==> src/rtl/lrc_pkg.sv <==
// ----------------------------------------------------------------------------
// lrc_pkg
// Shared types and constants of the lookahead row convolution core.
// ----------------------------------------------------------------------------
`default_nettype none

package lrc_pkg;

   localparam int SAMPLE_W    = 16;
   localparam int SUM_W       = 36;
   localparam int GROUP_W     = 6;
   localparam int TAP_W       = 3;
   localparam int ROWS_BACK_W = 3;
   localparam int CTX_W       = 4;
   localparam int LANE_SLOTS  = 4;

   localparam int LANES_DEF       = 4;
   localparam int GROUPS_DEF      = 64;
   localparam int MAX_CONTEXT_DEF = 8;

   localparam logic ACT_LOAD = 1'b0;
   localparam logic ACT_DATA = 1'b1;

   typedef struct packed {
      logic                       action;
      logic [GROUP_W-1:0]         group;
      logic [TAP_W-1:0]           tap;
      logic signed [SAMPLE_W-1:0] value0;
      logic signed [SAMPLE_W-1:0] value1;
      logic signed [SAMPLE_W-1:0] value2;
      logic signed [SAMPLE_W-1:0] value3;
      logic                       sequence_end;
   } req_type;

   typedef struct packed {
      logic [GROUP_W-1:0]      out_group;
      logic [ROWS_BACK_W-1:0]  rows_back;
      logic signed [SUM_W-1:0] sum0;
      logic signed [SUM_W-1:0] sum1;
      logic signed [SUM_W-1:0] sum2;
      logic signed [SUM_W-1:0] sum3;
      logic                    run_last;
   } rsp_type;

   // Header of one result, handed from the controller to the output stage.
   typedef struct packed {
      logic [GROUP_W-1:0]     out_group;
      logic [ROWS_BACK_W-1:0] rows_back;
      logic                   run_last;
   } hdr_type;

endpackage

`default_nettype wire

==> src/rtl/lrc_merge.sv <==
// ----------------------------------------------------------------------------
// lrc_merge
// Gathers the lane sums and the header into one result and holds it in the
// output register until the consumer takes it.
// ----------------------------------------------------------------------------
`default_nettype none

module lrc_merge #(
   parameter int LANES = lrc_pkg::LANES_DEF
) (
   input  wire logic                                     clock,
   input  wire logic                                     reset,
   input  wire logic                                     load,
   input  wire lrc_pkg::hdr_type                         hdr,
   input  wire logic [LANES-1:0][lrc_pkg::SUM_W-1:0]     lane_sums,
   output logic                                          free,
   output logic                                          rsp_valid,
   input  wire logic                                     rsp_ready,
   output lrc_pkg::rsp_type                              rsp_data
);

   import lrc_pkg::*;

   logic [LANE_SLOTS-1:0][SUM_W-1:0] all_sums;
   logic                             rsp_valid_ff, rsp_valid_in;
   rsp_type                          rsp_data_ff, rsp_data_in;

   // Lanes that are not built read as zero.
   assign all_sums = (LANE_SLOTS * SUM_W)'(lane_sums);
   assign free     = !rsp_valid_ff || rsp_ready;

   always_comb begin
      rsp_data_in = rsp_data_ff;
      priority if (load) begin
         rsp_valid_in          = 1'b1;
         rsp_data_in.out_group = hdr.out_group;
         rsp_data_in.rows_back = hdr.rows_back;
         rsp_data_in.sum0      = all_sums[0];
         rsp_data_in.sum1      = all_sums[1];
         rsp_data_in.sum2      = all_sums[2];
         rsp_data_in.sum3      = all_sums[3];
         rsp_data_in.run_last  = hdr.run_last;
      end else if (rsp_ready) begin
         rsp_valid_in = 1'b0;
      end else begin
         rsp_valid_in = rsp_valid_ff;
      end
   end

   always_ff @(posedge clock) begin
      if (reset) begin
         rsp_valid_ff <= 1'b0;
      end else begin
         rsp_valid_ff <= rsp_valid_in;
      end
   end

   always_ff @(posedge clock) begin
      rsp_data_ff <= rsp_data_in;
   end

   assign rsp_valid = rsp_valid_ff;
   assign rsp_data  = rsp_data_ff;

endmodule

`default_nettype wire

==> config.mk <==
export PLATFORM = sky130hd
export DESIGN_NAME = lrc_merge
export DESIGN_NICKNAME = d
export VERILOG_FILES = /design/src/rtl/lrc_pkg.sv /design/src/rtl/lrc_merge.sv
export SDC_FILE = /design/constraint.sdc
export NUM_CORES = 1
export LEC_CHECK = 0
export BUFFER_PORTS_ARGS = -buffer_cell sky130_fd_sc_hd__buf_2
export CAP_MARGIN = 5
export CORE_AREA = 5 5 119 121
export DETAILED_ROUTE_END_ITERATION = 8
export DIE_AREA = 0 0 124 126
export HOLD_SLACK_MARGIN = 0.1
export PLACE_DENSITY = 0.81
export SETUP_SLACK_MARGIN = 0.3
export SYNTH_ARGS = -nofsm -noshare
export SYNTH_HDL_FRONTEND = slang
export SYNTH_SLANG_ARGS = --single-unit
==> constraint.sdc <==
create_clock -name clock -period 1.05 [get_ports clock]
set_clock_uncertainty 0.15 [all_clocks]
set_input_delay 0.1575 -clock clock [delete_from_list [all_inputs] [get_ports clock]]
set_output_delay 0.1575 -clock clock [all_outputs]
set_load 0.1 [all_outputs]
==> impl_metrics.env <==
export IMPL_cts_tree="yes"
export IMPL_grtUsageTotal_pct=18.49
export IMPL_postSynthAreaPerCell_sq_um=29.56
export IMPL_critPathBufInv=1
export IMPL_peakVddDrop_uv=1300
export IMPL_io_pins=314
export IMPL_p_int_uw=12820
export IMPL_initial_utilization_pct=35.98
export IMPL_drv_slew=0
export IMPL_leakage_uw=0.003949
export IMPL_cp_depth=1
export IMPL_comb_power_share_pct=30.5
export IMPL_cp_slowest_cell="edfxtp_1"
export IMPL_ant_nets=0
export IMPL_startpoint="rsp_data[70]"
export IMPL_timing_slew_headroom_pct=81.27
export IMPL_rows=42
export IMPL_grt_pass1_vias=3394
export IMPL_violations="hold timing, setup timing"
export IMPL_p_per_area_nw_per_um2=2051
export IMPL_fin_hold_ws_ps=-231.7
export IMPL_clockRootBuffer="clkbuf_16"
export IMPL_period_share_pct=131.5
export IMPL_drtIter0Drc=167
export IMPL_path_cells="buf_12"
export IMPL_critPathMaxStageDelay_ps=450
export IMPL_r2r_slack_ps=80
export IMPL_fmax_mhz=724.2
export IMPL_sw_frac_of_total_pct=34.08
export IMPL_die_area_sq_um=15620
export IMPL_clkTransAtPathRegs_ps=60
export IMPL_cts_inserted_buffers=17
export IMPL_p_sw_uw=6630
export IMPL_min_period_ps=1381
export IMPL_worstSkewPairLatency_ps=410
export IMPL_via_per_inst=4.322
export IMPL_synth_cells=158
export IMPL_fin_nets=659
export IMPL_critPathTopFamily="flip-flops"
export IMPL_grt_overflow=0
export IMPL_gp_congestion=0.7656
export IMPL_final_cells=690
export IMPL_ctsLongestPathBuffers=2
export IMPL_hold_viol=155
export IMPL_ys_types=5
export IMPL_outcome="complete, but fails checks"
export IMPL_endpoint="rsp_data[70]"
export IMPL_rsz0062_at_grt="yes"
export IMPL_tns_ps=-43160
export IMPL_dr_pass1_iters=4
export IMPL_ys_seq_elements=155
export IMPL_worstHoldPathType="in -> reg"
export IMPL_arrival_ps=1070
export IMPL_cts_hold_buffers=1
export IMPL_core_area_sq_um=12980
export IMPL_r2r_end="rsp_valid"
export IMPL_path_max_fanout=1
export IMPL_place_hpwl_um=11500
export IMPL_crit_type="reg -> out"
export IMPL_start_kind="flip-flop"
export IMPL_setup_viol=156
export IMPL_synthesis_nets=316
export IMPL_seqPwrFrac_pct=40.1
export IMPL_die_h_um=126
export IMPL_drive_gt1_share_pct=68.87
export IMPL_ys_seq_area_share_pct=99.44
export IMPL_wirelength_um=14280
export IMPL_clock_sinks=155
export IMPL_num_vias=2982
export IMPL_h_tree_depth=4
export IMPL_cap_viol_max_count=0
export IMPL_ys_warn_count=0
export IMPL_io_buffer_count=313
export IMPL_drc_errors=0
export IMPL_endpoint_kind="primary output"
export IMPL_synthTopCellsByArea="edfxtp_1 (99%), dfxtp_1 (0.43%), nand2b_4 (0.29%), a21oi_2 (0.19%), inv_1 (0.080%)"
export IMPL_required_ps=740
export IMPL_hold_depth=1
export IMPL_grt_antenna_before_repair=0
export IMPL_dp_cells=655
export IMPL_rr_worst_depth=4
export IMPL_yosys_area_top_type="edfxtp_1"
export IMPL_syn2layout_area_growth_pct=103.1
export IMPL_mappedNetlistArea_sq_um=4671
export IMPL_worstMarginPinSlew_ps=280.9
export IMPL_antenna_cells=0
export IMPL_netlist_area_leader_share_pct=99.01
export IMPL_die_x_um=124
export IMPL_routedWlPerCell_um=20.69
export IMPL_grt_pass1_wl_um=20510
export IMPL_grt_max_degree=53
export IMPL_worst_slack_ps=-330.9
export IMPL_pwr_share_clk_pct=29.4
export IMPL_reg2reg_from="rsp_valid"
[timing repair]
item / 4_1_cts / 5_1_grt
endpoints found under the setup margin: 157 / 157
gates resized for setup: 1 / 1
hold endpoints to repair: 195 / 192
setup buffers: 1 / 1
pin swaps: 0 / 1
[placed cells by master (no fill, tap or decap), drive strengths merged]
cell           n
buf          323
edfxtp       154
clkbuf        17
clkinv         9
clkinvlp       3
bufinv         2
inv            2
nand2b         1
a21oi          1
dlygate4sd3    1
dfxtp          1
[cell usage after synthesis]
master    number
nand2b_4       1
inv_1          1
a21oi_2        1
dfxtp_1        1
edfxtp_1     154
[kinds of logic after synthesis]
logic type / Yosys count / synth area share (%)
AO/OA/AOI/OAI: 1 / 0.1876
flip-flops: 155 / 99.44
AND/OR/NAND/NOR: 1 / 0.2946
buffers and inverters: 1 / 0.08029
[power groups by stage]
stage	Sequential (uW)	Clock, uW	Combinational, uW
finish	7800	5710	5940
floorplan	11100	0	20.3
global placement	7900	0	5890
global route	7840	6200	6040
detailed placement	7940	0	5960
CTS	7810	5830	5970
[worst min path at each step]
| stage | end | start |
|---|---|---|
| floorplan | rsp_valid | reset |
| global placement | rsp_valid | reset |
| detailed placement | rsp_valid | reset |
| CTS | rsp_data[126] | lane_sums[17] |
| global route | rsp_data[40] | lane_sums[75] |
| finish | rsp_data[19] | lane_sums[126] |
[through the flow]
step	worst slack, ps	area (sq um)	power, uW	utilization [%]
2_1_floorplan	-161.5	4674	11140	-
3_3_place_gp	-43.91	8895	13790	68.53
5_1_grt	-370.7	9484	20080	73.07
6_report	-330.9	9484	19450	73.07
3_5_place_dp	-54.49	8895	13890	68.53
4_1_cts	-355.8	9473	19620	72.98
[metal layers]
metal | wire, um | GRT usage, % | vias to the layer above | share of wire, %
li1 | - | - | 1332 | -
met1 | 4292 | 17.50 | 1410 | 30
met2 | 7854 | 33.53 | 211 | 55
met3 | 1777 | 8.744 | 29 | 12
met4 | 350 | 7.732 | 0 | 2.5
met5 | 0 | 0 | - | 0
[worst reg2reg max path: cells and delay by family, from the launching register on]
kind | cells | cell delay (ps)
simple gates | 1 | 70
compound gates | 1 | 90
flops | 1 | 370
buf+inv | 2 | 210
[final cells by class]
cell class,instances,area (sq um)
clock buffers,17,425.4
clock inverters,15,131.4
fillers,715,3496
inverters,1,3.754
multi-input cells,2,22.52
flip-flops and latches,155,4648
well taps,176,220.2
repair buffers,324,4033
[registers in the layout (all words and copies together) (netlist names)]
register,cells
rsp_valid,1
rsp_data,154
(Power assumes the default switching activity.)
