[config.mk]
export PLATFORM = sky130hd
export DESIGN_NAME = lrc_lane
export DESIGN_NICKNAME = d
export VERILOG_FILES = /design/src/rtl/lrc_pkg.sv /design/src/rtl/lrc_lane.sv
export SDC_FILE = /design/constraint.sdc
export NUM_CORES = 1
export LEC_CHECK = 0
export BUFFER_PORTS_ARGS = -buffer_cell sky130_fd_sc_hd__buf_2
export CORE_MARGIN = 2
export CORE_UTILIZATION = 52
export CTS_CLUSTER_SIZE = 24
export DETAILED_ROUTE_END_ITERATION = 12
export HOLD_SLACK_MARGIN = 0.06
export PLACE_DENSITY = 0.7
export SYNTH_ARGS = -nofsm -noshare
export SYNTH_HDL_FRONTEND = slang
export SYNTH_SLANG_ARGS = --single-unit
[constraint.sdc]
create_clock -name clock -period 9.3 [get_ports clock]
set_clock_uncertainty 0.1 [all_clocks]
set_input_delay 0 -clock clock [delete_from_list [all_inputs] [get_ports clock]]
set_output_delay 0 -clock clock [all_outputs]
set_load 0.05 [all_outputs]
[src/rtl/lrc_pkg.sv]
// ----------------------------------------------------------------------------
// lrc_pkg
// Shared types and constants of the lookahead row convolution core.
// ----------------------------------------------------------------------------
`default_nettype none

package lrc_pkg;

   localparam int SAMPLE_W    = 16;
   localparam int SUM_W       = 36;
   localparam int GROUP_W     = 6;
   localparam int TAP_W       = 3;
   localparam int ROWS_BACK_W = 3;
   localparam int CTX_W       = 4;
   localparam int LANE_SLOTS  = 4;

   localparam int LANES_DEF       = 4;
   localparam int GROUPS_DEF      = 64;
   localparam int MAX_CONTEXT_DEF = 8;

   localparam logic ACT_LOAD = 1'b0;
   localparam logic ACT_DATA = 1'b1;

   typedef struct packed {
      logic                       action;
      logic [GROUP_W-1:0]         group;
      logic [TAP_W-1:0]           tap;
      logic signed [SAMPLE_W-1:0] value0;
      logic signed [SAMPLE_W-1:0] value1;
      logic signed [SAMPLE_W-1:0] value2;
      logic signed [SAMPLE_W-1:0] value3;
      logic                       sequence_end;
   } req_type;

   typedef struct packed {
      logic [GROUP_W-1:0]      out_group;
      logic [ROWS_BACK_W-1:0]  rows_back;
      logic signed [SUM_W-1:0] sum0;
      logic signed [SUM_W-1:0] sum1;
      logic signed [SUM_W-1:0] sum2;
      logic signed [SUM_W-1:0] sum3;
      logic                    run_last;
   } rsp_type;

   // Header of one result, handed from the controller to the output stage.
   typedef struct packed {
      logic [GROUP_W-1:0]     out_group;
      logic [ROWS_BACK_W-1:0] rows_back;
      logic                   run_last;
   } hdr_type;

endpackage

`default_nettype wire

[src/rtl/lrc_lane.sv]
// ----------------------------------------------------------------------------
// lrc_lane
// One channel lane: registered Q2.30 product and a Q6.30 accumulator.
// ----------------------------------------------------------------------------
`default_nettype none

module lrc_lane (
   input  wire logic                                clock,
   input  wire logic                                reset,
   input  wire logic                                clear,
   input  wire logic                                in_valid,
   input  wire logic signed [lrc_pkg::SAMPLE_W-1:0] sample,
   input  wire logic signed [lrc_pkg::SAMPLE_W-1:0] weight,
   output logic             [lrc_pkg::SUM_W-1:0]    sum
);

   import lrc_pkg::*;

   localparam int PROD_W = 2 * SAMPLE_W;

   logic signed [PROD_W-1:0] prod_ff, prod_in;
   logic                     prod_valid_ff, prod_valid_in;
   logic signed [SUM_W-1:0]  acc_ff, acc_in;

   always_comb begin
      prod_in       = PROD_W'(sample) * PROD_W'(weight);
      prod_valid_in = in_valid;
      priority if (clear) begin
         acc_in = '0;
      end else if (prod_valid_ff) begin
         acc_in = acc_ff + SUM_W'(prod_ff);
      end else begin
         acc_in = acc_ff;
      end
   end

   always_ff @(posedge clock) begin
      if (reset) begin
         prod_valid_ff <= 1'b0;
      end else begin
         prod_valid_ff <= prod_valid_in;
      end
   end

   always_ff @(posedge clock) begin
      prod_ff <= prod_in;
      acc_ff  <= acc_in;
   end

   assign sum = acc_ff;

endmodule

`default_nettype wire

==> results of run 1 <==
==> repair_timing <==
item,CTS,global route
hold endpoints to repair,2,0
resized for setup,0,0
hold buffers,4,0
==> synth_stat cells (3+ instances only) <==
master	instances
a211o_1	6
a211oi_1	9
a21o_1	24
a21oi_1	54
a311o_1	3
a31oi_1	6
and2_1	126
and3_1	11
clkbuf_1	41
dfxtp_1	69
fa_1	263
ha_1	117
inv_1	318
mux2i_1	18
nand2_1	151
nand2b_1	15
nand3_1	11
nand4_1	3
nor2_1	63
nor2b_1	5
nor3_1	15
o21a_1	11
o21ai_0	23
o21ai_1	5
o21bai_1	6
o22ai_1	4
or2_2	5
xnor2_1	41
xor2_1	18
==> kinds of logic (layout without fill, tap and decap cells) <==
family	after synthesis	count (layout)	synth area share (%)
buf+inv	362	411	10.2
mux	20	20	1.51
xor+xnor	59	59	3.86
compound gates	174	174	8.61
fa+ha+maj	380	380	50.2
simple gates	416	416	15.3
flops	69	69	10.3
==> how the worst max path moves through the flow <==
stage                  endpoint  slack (ns)
finish              prod_ff[30]        3.11
global route        prod_ff[30]        2.74
CTS                 prod_ff[30]        3.13
detailed placement  prod_ff[30]        2.85
global placement    prod_ff[30]        3.00
floorplan           prod_ff[30]        3.46
==> final cells by class <==
| type | count | area (um^2) | area share [%] |
|---|---|---|---|
| timing repair buffer | 76 | 403 | 2.80 |
| tap | 330 | 413 | 2.87 |
| clock inverter | 6 | 87.6 | 0.610 |
| multi-input combinational | 1049 | 10700 | 74.2 |
| sequential | 69 | 1380 | 9.62 |
| clock buffer | 10 | 229 | 1.59 |
| inverter | 319 | 1200 | 8.33 |
==> state kept, by name, indices dropped and copies added, names as in the netlist <==
| signal | count |
|---|---|
| sum | 36 |
| prod_ff | 32 |
| prod_valid_ff | 1 |
==> worst register-to-register path: cells and delay by family (launching register included) <==
kind / cells / cell delay (ns)
muxes: 1 / 0.37
adders and majority gates: 1 / 0.37
DFF: 1 / 0.33
AOI/OAI and AO/OA: 8 / 2.42
and+or+nand+nor: 1 / 0.13
==> metrics by stage <==
| stage | std cells | utilization (%) | instance area, um^2 |
|---|---|---|---|
| finish | 1859 | 56.9 | 14400 |
| global route | 1859 | 56.9 | 14400 |
| CTS | 1859 | 56.9 | 14400 |
| detailed placement | 1839 | 55.5 | 14000 |
| global placement | 1839 | 55.5 | 14000 |
| floorplan | 1480 | - | 13400 |
==> layer usage <==
metal	routed length, um	global-route usage [%]	share of wire (%)	up-vias
met5	10	0	0.033	-
met4	726	6.21	2.4	2
met3	1020	2.91	3.3	51
met2	16000	42.8	52	201
met1	12900	30.6	42	4944
li1	-	-	-	4639
==> run metrics, run 1 <==
wire per inst=16.5 um; CP startpoint=sample[0]; Post-Syn Nets=around 1.9k; Hold Path End=sum[7]; RR Endpoint=sum[33]; most common cell after layout, fill and taps aside=inv_1; Hold WC Path Type=input pin to flop; GPL Wtd Cong=0.907; number of buffers added on ports=71; hold path cells=2; vias in the first global route=between 10k and 15k; pre-CTS WS=around 2.8 ns; hold path startpoint=clear; post-synthesis cell count=1480; Yosys top cell area share=around two fifths; share of cells above drive strength 1=~6.5%; Detail Route Antenna Nets=0; ys async rst share=0%; fmax=between 150 and 200 MHz; total negative slack=0 ns; num rows=58; Max Cap Viol=0; chip height=approximately 160 um; final period demand of the worst path=6.19 ns; hold_ws=between 0.08 and 0.09 ns; first-pass GRT wire length=between 50000 and 60000 um; die width=165 um; # Post-CTS Setup Buffers=0; Main synth FF type=dfxtp_1; TritonCTS Sinks=69; setup slack after layout=3.11 ns; synthesized area=about 13000 um^2; slowest CP cell=fa_1; drt first-iter violations=slightly above 500; # setup viols final=0; Area contributors post-synth=fa_1 39%, ha_1 11%, dfxtp_1 10%, inv_1 8.9%, and2_1 5.9%; Nets=slightly below 2k; number of buffers created by CTS=9; RSZ-0062 raised after global routing=false; hpwl dp=between 20000 and 30000 um; # DRC=0; Yosys cell types=58; H-tree depth=3; arrival time at the worst endpoint=approximately 6.3 ns; CP top delay family=adder cells; clock buffer depth=2; Crit Path Category=input pin to flop; status=finished clean; Hold Violations, Final=0; critical-path cell list=dlygate4sd3_1 -> buf_2 -> nand2_1 -> fa_1 -> inv_1 -> ha_1 -> inv_1 -> fa_1 -> fa_1 -> inv_1 -> fa_1 -> inv_1 -> fa_1 -> inv_1 -> ha_1 -> and3_1 -> a221oi_1 -> nand2_1 -> a21oi_1 -> nor4b_1 -> o41a_1 -> a211o_1 -> a21oi_1 -> xnor2_1; Worst-path clk slew=0.06 ns; register area share after synthesis=10.3%; Final Max Tran Viols=0; number of synthesized flops with an enable pin=0; Seq cells post-synth=slightly below 70; drt first pass iters=7; Overflow after GRT=0; critical path fanouts, max=16; Register-to-Register Path Depth=11; Synth area leader=fa_1; Die ar.=between 20000 and 30000 um^2; initial core utilization=between 50 and 60%; vias=about 10k; Layout fillers=2280; fin crit share=between 60 and 70%; FF-to-FF setup slack=~5.5 ns; largest net degree at the start of global routing=37; Clock Tree Root=clkbuf_16; IO Pins=72; peak per-stage delay on the critical path=0.56 ns; crit start category=input pin; r2r startpoint=sum[4]; Core Footprint=25300 um^2; final wirelength=about 31000 um; actual slew at the worst max-slew pin=just over 0.8 ns; synthesized area per cell=approximately 9.1 um^2; Worst-Skew Late Latency=between 0.3 and 0.4 ns; Slew HR=between 40% and 50%; Global Route Usage Sum=a little under a quarter; Crit. End Element=flop; ant diodes=0; Worst EP required=9.45 ns; CTS tree=yes; Area growth syn-to-layout=7.24%; CP Depth=24; Worst Path Buf+Inv=7; synth warn=0; initial antenna violation count=1; vias per inst=5.29; commonest cells after routing, fill and taps aside=318 x inv_1, 263 x fa_1, 151 x nand2_1, 126 x and2_1, 117 x ha_1
Power of run 1 is not shown: default switching activity piles up to over one toggle a cycle in this logic, so the estimate is an artifact.
==> run 2, diff against run 1 <==
--- a/config.mk
+++ b/config.mk
@@ -5,13 +5,14 @@
 export SDC_FILE = /design/constraint.sdc
 export NUM_CORES = 1
 export LEC_CHECK = 0
+export ABC_AREA = 1
 export BUFFER_PORTS_ARGS = -buffer_cell sky130_fd_sc_hd__buf_2
 export CORE_MARGIN = 2
 export CORE_UTILIZATION = 52
 export CTS_CLUSTER_SIZE = 24
 export DETAILED_ROUTE_END_ITERATION = 12
 export HOLD_SLACK_MARGIN = 0.06
-export PLACE_DENSITY = 0.7
+export PLACE_DENSITY = 0.72
 export SYNTH_ARGS = -nofsm -noshare
 export SYNTH_HDL_FRONTEND = slang
 export SYNTH_SLANG_ARGS = --single-unit
==> constraint.sdc (replaced) <==
create_clock -name clock -period 5.6 [get_ports clock]
set_clock_uncertainty 0.1 [all_clocks]
set_input_delay 0 -clock clock [delete_from_list [all_inputs] [get_ports clock]]
set_output_delay 0 -clock clock [all_outputs]
set_load 0.05 [all_outputs]
==> run 2 against run 1 <==
  * Setup slack worse by 2.8 ns
  * Critical endpoint is now prod_ff[24]
  * Final area is 11% higher
  * Non-clock buffer count is 21 higher
  * Clock-buffer cell count stayed put
==> run metrics, run 2 <==
Overflow after GRT=0; ys async rst share=0%; Max Cap Viol=0; Worst-path clk slew=0.06 ns; Slew HR=approximately 32%; Hold WC Path Type=input pin to flop; H-tree depth=3; synth warn=0; synthesized area per cell=7.31 um^2; final period demand of the worst path=5.25 ns; drt first pass iters=5; met2 wire len=18400 um; IO Pins=between 70 and 80; ant diodes=0; clock buffer depth=2; Main synth FF type=dfxtp_1; critical-path cell list=buf_2 -> inv_1 -> or2_2 -> fa_1 -> fa_1 -> inv_1 -> fa_1 -> fa_1 -> fa_1 -> inv_1 -> fa_1 -> inv_1 -> ha_1 -> nand2_1 -> nor3_1 -> nand4_1 -> nand3_2 -> nand3_1 -> nand2_1 -> xor2_1; met3 routed WL=about 2200 um; # DRC=0; Area contributors post-synth=fa_1 35%, inv_1 14%, nand2_1 12%, ha_1 9.8%, dfxtp_1 9.3%; fmax=about 190 MHz; # setup viols final=0; top post-synthesis cells by count=561 x inv_1, 472 x nand2_1, 263 x fa_1, 170 x nor2_1, 117 x ha_1; Global Route Usage Sum=around a quarter; Layout fillers=2716; number of buffers created by CTS=9; peak per-stage delay on the critical path=between 0.5 and 0.6 ns; drt first-iter violations=roughly 830; hpwl dp=between 30000 and 40000 um; slowest CP cell=fa_1; number of buffers added on ports=a little over 70; die width=approximately 170 um; arrival time at the worst endpoint=5.40 ns; Hold Violations, Final=0; status=finished clean; Worst Path Buf+Inv=5; Area growth syn-to-layout=7.12%; Crit. End Element=flop; GPL Wtd Cong=~0.9; total negative slack=0 ns; top sig layer=met4; # Post-CTS Setup Buffers=0; most used cell, CP=fa_1; final wirelength=between 30000 and 40000 um; Yosys cell types=39; met1 WL=between 15000 and 20000 um; number of synthesized flops with an enable pin=0; commonest cells after routing, fill and taps aside=561 x inv_1, 472 x nand2_1, 262 x fa_1, 170 x nor2_1, 117 x ha_1; Worst EP required=around 5.8 ns; actual slew at the worst max-slew pin=around 1.0 ns; max reg flops=36; post-synthesis cell count=roughly 2.0k; num rows=between 60 and 70; share of cells above drive strength 1=between 6 and 7%; largest net degree at the start of global routing=54; first-pass GRT wire length=between 60000 and 70000 um; RSZ-0062 raised after global routing=false; vias=12.5k; fin crit share=93.8%; vias per inst=between 5 and 6; Seq cells post-synth=between 60 and 70; crit start category=input pin; Clock Tree Root=clkbuf_16; Crit Path Category=input pin to flop; Worst-Skew Late Latency=0.34 ns; Post-Syn Nets=between 2k and 2.5k; chip height=approximately 170 um; initial core utilization=a little over half; Final Max Tran Viols=0; most frequent cell after synthesis=inv_1; Detail Route Antenna Nets=0; most common cell after layout, fill and taps aside=inv_1; Synth area leader=fa_1; CTS tree=yes; TritonCTS Sinks=between 60 and 70; critical path fanouts, max=17; register area share after synthesis=9.29%; wire per inst=15.0 um; Core Footprint=between 20000 and 30000 um^2; synthesized area=~15000 um^2; CP top delay family=adder cells; initial antenna violation count=0; Die ar.=30000 um^2; Yosys top cell area share=~35%; vias in the first global route=between 10k and 15k; Nets=between 2k and 2.5k
[run 2: per-stage QoR]
| stage | hold WS (ns) | worst slack [ns] | utilization, % | instances | area (um^2) |
|---|---|---|---|---|---|
| 6_report | 0.158 | 0.348 | 56.9 | 2458 | 15900 |
| 4_1_cts | 0.145 | 0.336 | 56.9 | 2458 | 15900 |
| 5_1_grt | 0.213 | 0.00838 | 56.9 | 2458 | 15900 |
| 3_5_place_dp | 0.0522 | 0.00196 | 55.7 | 2438 | 15600 |
| 2_1_floorplan | -0.0288 | 0.374 | - | 2036 | 14900 |
| 3_3_place_gp | 0.0532 | 0.0763 | 55.7 | 2438 | 15600 |
[run 2: final timing paths]
check	startpoint	endpoint	slack [ns]	depth (start not counted)
worst max-delay path	weight[15]	prod_ff[24]	0.35	20
worst min-delay path	clear	sum[35]	0.16	2
worst max register to register	sum[0]	sum[24]	2.69	13
worst min register to register	sum[35]	sum[35]	0.40	2
[run 2: cells by family after synthesis]
family	after synthesis	synth area share, %
buffers and inverters	632	16.1
adders and majority gates	380	45.2
DFF	69	9.29
and+or+nand+nor	744	20.2
xor gates and xnor gates	54	3.18
AOI/OAI and AO/OA	157	5.99
[run 2: what timing repair did]
item	in CTS	in global routing
resized for setup	0	1
hold buffers	4	0
setup endpoints to repair	0	2
hold endpoints to repair	2	0
[run 2: layout make-up]
cell class              count  area [um^2]  share of cell area [%]
clock buffers              10          239                    1.50
multi-input cells        1335        11100                    69.7
repair buffers             97          561                    3.52
flip-flops and latches     69         1380                    8.68
well taps                 378          473                    2.97
inverters                 563         2110                    13.3
clock inverters             6         62.6                   0.393
[run 2: worst reg2reg max path, cell delays in order, from the launching register on]
cell	delay, ns
dfxtp_1	0.41
ha_1	0.31
inv_1	0.11
fa_1	0.45
inv_1	0.12
nand3_1	0.09
nor2_1	0.13
nor2_2	0.09
o21ai_0	0.44
nand3_1	0.15
nand2_1	0.18
nor2_1	0.06
o21ai_1	0.12
inv_1	0.04
[run 2: per-layer routing]
metal,vias to the layer above,track usage (%)
met4,0,8.33
li1,5972,-
met1,6063,32.9
met3,80,3.17
met2,388,47.1
met5,-,0
Power of run 2 is left out for the same reason.
==> run 3, diff against run 2 <==
--- a/config.mk
+++ b/config.mk
@@ -8,11 +8,11 @@
 export ABC_AREA = 1
 export BUFFER_PORTS_ARGS = -buffer_cell sky130_fd_sc_hd__buf_2
 export CORE_MARGIN = 2
-export CORE_UTILIZATION = 52
+export CORE_UTILIZATION = 50
 export CTS_CLUSTER_SIZE = 24
 export DETAILED_ROUTE_END_ITERATION = 12
 export HOLD_SLACK_MARGIN = 0.06
-export PLACE_DENSITY = 0.72
+export PLACE_DENSITY = 0.7
 export SYNTH_ARGS = -nofsm -noshare
 export SYNTH_HDL_FRONTEND = slang
 export SYNTH_SLANG_ARGS = --single-unit
==> run 3 against run 2 <==
  * Clock-buffer cell count did not move
  * Die area grew 3.9%
  * Sequential share of layout area about the same
  * First-iteration DRC count fell by 20%
  * Cell count increased by 0.24%
==> run metrics, run 3 (synthesis results as in run 2) <==
status=finished clean; clock buffer depth=2; Overflow after GRT=0; fmax=roughly 190 MHz; die width=between 150 and 200 um; Crit Path Category=input pin to flop; Worst-Skew Late Latency=0.35 ns; Clock Tree Root=clkbuf_16; vias per inst=about 5.1; GPL Wtd Cong=~0.96; number of buffers created by CTS=9; Multi-input gate area=between 10000 and 15000 um^2; Crit. End Element=flop; chip height=about 180 um; most common cell after layout, fill and taps aside=inv_1; Hold WC Path Type=input pin to flop; initial antenna violation count=0; final wirelength=roughly 37000 um; register area=between 1000 and 1500 um^2; Max Cap Viol=0; Global Route Usage Sum=approximately 26%; Nets=~2.5k; vias in the first global route=roughly 13k; initial core utilization=50.5%; Layout fillers=around 2.8k; Detail Route Antenna Nets=0; commonest cells after routing, fill and taps aside=561 x inv_1, 472 x nand2_1, 263 x fa_1, 170 x nor2_1, 117 x ha_1; # Post-CTS Setup Buffers=0; hold_ws=approximately 0.14 ns; drt first-iter violations=664; RSZ-0062 raised after global routing=false; wire per inst=15.2 um; largest net degree at the start of global routing=between 50 and 60; number of buffers added on ports=a little over 70; actual slew at the worst max-slew pin=roughly 0.74 ns; fin crit share=between 90% and 100%; first-pass GRT wire length=~64000 um; drt first pass iters=5; TritonCTS Sinks=between 60 and 70; crit start category=input pin; ant diodes=0; Core Footprint=between 20000 and 30000 um^2; Post-DP Area=15600 um^2; H-tree depth=3; IO Pins=between 70 and 80; num rows=63; Final Max Tran Viols=0; # DRC=0; # setup viols final=0; CTS tree=yes; critical path fanouts, max=16; max reg flops=36; share of cells above drive strength 1=approximately 6.4%; Worst EP required=5.75 ns; Area growth syn-to-layout=6.94%; hpwl dp=around 32000 um; Slew HR=between 50% and 60%; arrival time at the worst endpoint=5.47 ns; Hold Violations, Final=0; Worst-path clk slew=about 0.07 ns; final period demand of the worst path=about 5.3 ns; vias=between 10k and 15k; Die ar.=just over 30000 um^2; post-route design area=15900 um^2
-- run 3: layer usage --
| layer | GRT usage (%) | vias to the layer above | wire length (um) |
|---|---|---|---|
| met1 | 32.8 | 6094 | 16000 |
| li1 | - | 5959 | - |
| met2 | 45.5 | 358 | 18400 |
| met5 | 0 | - | 0 |
| met3 | 3.21 | 80 | 1800 |
| met4 | 8.37 | 0 | 1130 |
-- run 3: worst paths after layout --
| check | to | slack (ns) | cells past startpoint | start |
|---|---|---|---|---|
| worst max-delay path | prod_ff[24] | 0.27 | 21 | sample[7] |
| worst min-delay path | sum[35] | 0.14 | 2 | clear |
| worst max register to register | sum[24] | 2.66 | 13 | sum[0] |
| worst min register to register | sum[35] | 0.41 | 2 | sum[35] |
-- run 3: metrics by stage --
| step | instances | TNS (ns) | setup WS (ns) | utilization (%) |
|---|---|---|---|---|
| floorplan | 2036 | 0 | 0.374 | - |
| global placement | 2444 | 0 | 0.0228 | 52.8 |
| detailed placement | 2444 | -0.0238 | -0.0238 | 52.8 |
| CTS | 2464 | 0 | 0.318 | 53.9 |
| global route | 2464 | 0 | 0.0348 | 54.0 |
| finish | 2464 | 0 | 0.272 | 54.0 |
-- run 3: worst max-delay path, stage by stage --
cell and delay [ns]:
buf_2 0.32, nand2_1 0.15, fa_1 0.57, inv_1 0.06, fa_1 0.50, inv_1 0.05, fa_1 0.52, inv_1 0.05
fa_1 0.48, fa_1 0.50, inv_1 0.05, fa_1 0.47, inv_1 0.04, ha_1 0.35, nand2_1 0.13, nor3_1 0.44
nand4_1 0.21, nand3_2 0.17, nand3_1 0.08, nand2_1 0.08, xor2_1 0.24
-- run 3: final cells by class --
| cell class | count | area share [%] |
|---|---|---|
| repair buffers | 91 | 3.24 |
| clock inverters | 6 | 0.456 |
| multi-input cells | 1335 | 69.8 |
| well taps | 390 | 3.07 |
| inverters | 563 | 13.3 |
| flip-flops and latches | 69 | 8.69 |
| clock buffers | 10 | 1.44 |
-- run 3: timing repair --
action                                  CTS  global route
resized for setup                         0             1
hold endpoints to repair                  2             0
endpoints found under the setup margin    0             1
hold buffers                              4             0
Power of run 3 is left out for the same reason.
